[config.mk]
export PLATFORM = sky130hd
export DESIGN_NAME = lflc_frame_codec
export DESIGN_NICKNAME = d
export VERILOG_FILES = /design/src/hdl/lflc_pkg.sv /design/src/hdl/lflc_frame_codec.sv
export SDC_FILE = /design/constraint.sdc
export NUM_CORES = 1
export LEC_CHECK = 0
export ABC_AREA = 1
export BUFFER_PORTS_ARGS = -buffer_cell sky130_fd_sc_hd__buf_2
export CELL_PAD_IN_SITES_DETAIL_PLACEMENT = 1
export CELL_PAD_IN_SITES_GLOBAL_PLACEMENT = 1
export CORE_UTILIZATION = 26
export DETAILED_ROUTE_END_ITERATION = 16
export GPL_TIMING_DRIVEN = 0
export PLACE_DENSITY = 0.9
export SLEW_MARGIN = 10
export SYNTH_ARGS = -nofsm -noshare
export SYNTH_HDL_FRONTEND = slang
export SYNTH_SLANG_ARGS = --single-unit
[constraint.sdc]
create_clock -name vclk -period 1.81
set_clock_uncertainty 0.1 [all_clocks]
set_input_delay 0.2715 -clock vclk [all_inputs]
set_output_delay 0.2715 -clock vclk [all_outputs]
set_load 0.1 [all_outputs]
[src/hdl/lflc_pkg.sv]
// Types and constants of the loop frame link checker.
`default_nettype none

package lflc_pkg;

  // Record depth and the width of the saturating record counter
  localparam int RECORD_DEPTH = 16;
  localparam int CNT_W        = $clog2(RECORD_DEPTH + 1);
  localparam int SLOT_W       = 4;

  typedef logic [CNT_W-1:0]  cnt_t;
  typedef logic [SLOT_W-1:0] slot_t;

  // Frame layout
  localparam int FRAME_W   = 15;
  localparam int START_BIT = 14;
  localparam int CMD_BIT   = 10;
  localparam int STOP_BIT  = 0;
  localparam int PAR_BIT   = 1;

  typedef logic [FRAME_W-1:0] frame_t;

  // Opcode masking
  localparam logic [7:0] AWAIT_MASK8   = 8'h08;
  localparam logic [7:0] AWAIT_MASK16  = 8'h10;
  localparam logic [7:0] AWAIT_MASK32  = 8'h20;
  localparam logic [7:0] OP_MASK_F8    = 8'hF8;
  localparam logic [7:0] OP_MASK_F0    = 8'hF0;
  localparam logic [7:0] OP_MASK_NONE  = 8'hFF;
  localparam logic [7:0] TICKS_MAX     = 8'hFF;

  typedef enum logic [1:0] {
    OP_SEND = 2'd0,
    OP_RECV = 2'd1,
    OP_TICK = 2'd2
  } operation_t;

  typedef enum logic [3:0] {
    ST_SENT     = 4'd0,
    ST_WAITING  = 4'd1,
    ST_TIMEOUT  = 4'd2,
    ST_FRAMING  = 4'd3,
    ST_PARITY   = 4'd4,
    ST_CMD_MIS  = 4'd5,
    ST_ADDR_MIS = 4'd6,
    ST_OVERFLOW = 4'd7,
    ST_DATA_OK  = 4'd8,
    ST_CMD_OK   = 4'd9
  } status_t;

  // Checks on a received frame, from the codec to the top level
  typedef struct packed {
    logic       framing_err;
    logic       parity_err;
    logic       is_cmd;
    logic       op_match;
    logic [2:0] address;
    logic [7:0] data;
  } rx_chk_t;

endpackage

`default_nettype wire

[src/hdl/lflc_frame_codec.sv]
// Frame encoder and receive checker of the loop frame link checker.
`default_nettype none

module lflc_frame_codec (
  input  wire logic [2:0]        dest_address,
  input  wire logic [7:0]        command_op,
  output lflc_pkg::frame_t       tx_frame,
  input  wire lflc_pkg::frame_t  rx_frame,
  input  wire logic [7:0]        awaited_op,
  output lflc_pkg::rx_chk_t      rx_chk
);

  logic [7:0] op_mask;

  // Build the command frame: start low, command flag and stop high, odd parity
  always_comb begin
    tx_frame                      = '0;
    tx_frame[lflc_pkg::STOP_BIT]  = 1'b1;
    tx_frame[9:2]                 = command_op;
    tx_frame[lflc_pkg::CMD_BIT]   = 1'b1;
    tx_frame[13:11]               = dest_address;
    tx_frame[lflc_pkg::PAR_BIT]   = ^tx_frame[13:2];
  end

  // Pick the opcode mask from the awaited opcode
  always_comb begin
    if (awaited_op == lflc_pkg::AWAIT_MASK8) begin
      op_mask = lflc_pkg::OP_MASK_F8;
    end else if (awaited_op == lflc_pkg::AWAIT_MASK16 ||
                 awaited_op == lflc_pkg::AWAIT_MASK32) begin
      op_mask = lflc_pkg::OP_MASK_F0;
    end else begin
      op_mask = lflc_pkg::OP_MASK_NONE;
    end
  end

  // Check framing, parity and the opcode of a received frame
  always_comb begin
    rx_chk.framing_err = rx_frame[lflc_pkg::START_BIT] | ~rx_frame[lflc_pkg::STOP_BIT];
    rx_chk.parity_err  = ~(^rx_frame);
    rx_chk.is_cmd      = rx_frame[lflc_pkg::CMD_BIT];
    rx_chk.address     = rx_frame[13:11];
    rx_chk.data        = rx_frame[9:2];
    rx_chk.op_match    = ((rx_frame[9:2] & op_mask) == awaited_op);
  end

endmodule

`default_nettype wire

==> results.md <==
- Mapped Area: between 700 and 800 µm²
- Share of cells above drive strength 1: 0.541
- First-pass DRT Iterations: 3
- Via-to-Cell Ratio: approximately 4.1
- CP max stage delay: 0.23 ns
- Max Slew Vio Count: 0
- Num sequential: 0
- Total GRT Usage: 0.117
- Synth unique cells: 16
- IO Pins: 64
- Post-synthesis instance total: between 100 and 150
- PnR worst setup slack: -0.00507 ns
- # clk buffers: 0
- # rows: 19
- First-pass GRT wire length: slightly above 3000 µm
- DIE WIDTH: between 50 and 60 µm
- Setup WS pre-CTS: -0.270 ns
- CP Class: in2out
- Worst vdd ir: ~0.54 mV
- FILL cells: about 400
- Period Utilization, post-route: 1.00
- Largest delay contributor family on the critical path: simple AND/OR/NAND/NOR gates
- F_max: around 0.55 GHz
- PwrDens: ~600 mW/mm²
- WL/cell: between 8 and 9 µm
- Number of global-route vias before repair: slightly above 800
- # diodes: 0
- Unrepaired setup endpoints after global routing: yes
- Worst min-delay path class: in2out
- Detailed Route Iter0 Violations: 4
- Placeable Area: 0.00276 mm²
- Worst path arrival time: ~1.4 ns
- Grt total ovfl: 0
- Initial antenna violation count: 0
- Final WL: 1990 µm
- Crit. End Element: output port
- Placed Area: roughly 0.0011 mm²
- Final min period: 1.82 ns
- Max_cap viols: 0
- Area contributors post-synth: buf_4, nand2_1, xnor2_1
- Syn Area/Cell: 5.66 µm²
- Cell breakdown of the critical path: buf_6 > or2_1 > nor2_2 > nand2_2 > nand3_2 > nor2_2 > nor2_2 > nand2_2 > nor2_4 > buf_12
- Pwr Total: between 0.7 and 0.8 mW
- Final instance area: around 0.0012 mm²
- Status: finished, violations left
- Final setup vio count: 1
- DR vias: between 900 and 1000
- FF/Latch Area: 0 µm²
- WP buf/inv: 2
- Routed Antenna Nets: 0
- Slowest stage cell, crit path: or2_1
- Top cell type by total area after synthesis: buf_4
- Post-synth top area share: 0.259
- Setup TNS: -0.00507 ns
- GP Congestion: 0.703
- Synthesis-to-finish area growth: 59.0%
- Final hold vios: 0
- Worst endpoint required time: between 1 and 1.5 ns
- Setup crit start kind: input pin
- Syn. warnings: 0
- IO Port Bufs: 61
- Leak: between 0.7 and 0.8 nW
- Nets@finish: around 230
- Die ar.: 0.00312 mm²
- Hpwl dp: between 1500 and 2000 µm
- CP Max Fanout: 5
- DRC viols: 0
- DIE HEIGHT: between 50 and 60 µm
- Cell mode on critical path: nor2_2
- Sequential share of the synthesized area: 0
- Largest net degree at the start of global routing: 7
- Initial Util: 0.273
- Violated checks: setup timing
[per-stage QoR]
| stage | hold slack, ns | utilization | std cells |
|---|---|---|---|
| 2_1_floorplan | 0.655 | - | 134 |
| 3_3_place_gp | 0.864 | 0.402 | 226 |
| 3_5_place_dp | 0.872 | 0.402 | 226 |
| 4_1_cts | 0.872 | 0.411 | 226 |
| 5_1_grt | 0.881 | 0.434 | 227 |
| 6_report | 0.869 | 0.434 | 227 |
[logic make-up after synthesis]
group / synth area share
and+or+nand+nor: 0.365
buffers and inverters: 0.349
xor gates and xnor gates: 0.276
other: 0.00997
[metal layers]
metal,track usage,wire [µm],vias to the layer above
li1,-,-,485
met1,0.126,750,427
met2,0.256,1140,30
met3,0.00465,105,0
met4,0,0,0
met5,0,0,-
[worst paths after layout]
kind / startpoint / endpoint / slack (ns) / depth (start not counted)
setup / recovery: awaited_op[2] / rx_chk[11] / -0.005 / 10
hold / removal: rx_frame[0] / rx_chk[14] / 0.87 / 3
[synth_stat cells]
| cell type | count |
|---|---|
| xnor2_1 | 13 |
| buf_4 | 26 |
| xor2_2 | 1 |
| nand4_1 | 2 |
| xor2_1 | 7 |
| nand3_1 | 7 |
| xnor2_2 | 1 |
| nor2_2 | 4 |
| conb_1 | 2 |
| or2_1 | 1 |
| nor2_1 | 7 |
| nand2_1 | 42 |
| nand2_2 | 1 |
| inv_2 | 1 |
| inv_1 | 17 |
| or2_0 | 1 |
[report_power, final]
part           switching, mW  internal, mW  leakage [nW]
Combinational          0.525         0.195         0.721
Clock                      0             0             0
Sequential                 0             0             0
Total                  0.525         0.195         0.721
[area by class of cell]
type / instances / area (µm²) / area share
multi-input cells: 90 / 547 / 0.457
plain buffers: 26 / 195 / 0.163
inverters: 18 / 67.6 / 0.0564
repair buffers: 62 / 349 / 0.292
well taps: 31 / 38.8 / 0.0324
[timing repair]
| item | 4_1_cts | 5_1_grt |
|---|---|---|
| pin swaps | 0 | 10 |
| endpoints found under the setup margin | 3 | 2 |
| buffers inserted | 0 | 1 |
| resized for setup | 8 | 12 |
| cloned | 0 | 0 |
| hold buffers | 0 | 0 |
[cell usage in the layout (no fill, tap or decap), drive strengths merged]
cell type   n
buf        88
conb        3
inv        18
nand2      43
nand3       7
nand4       2
nor2       11
or2         2
xnor2      14
xor2        8
Note: power is estimated with default switching activity, not from simulation.
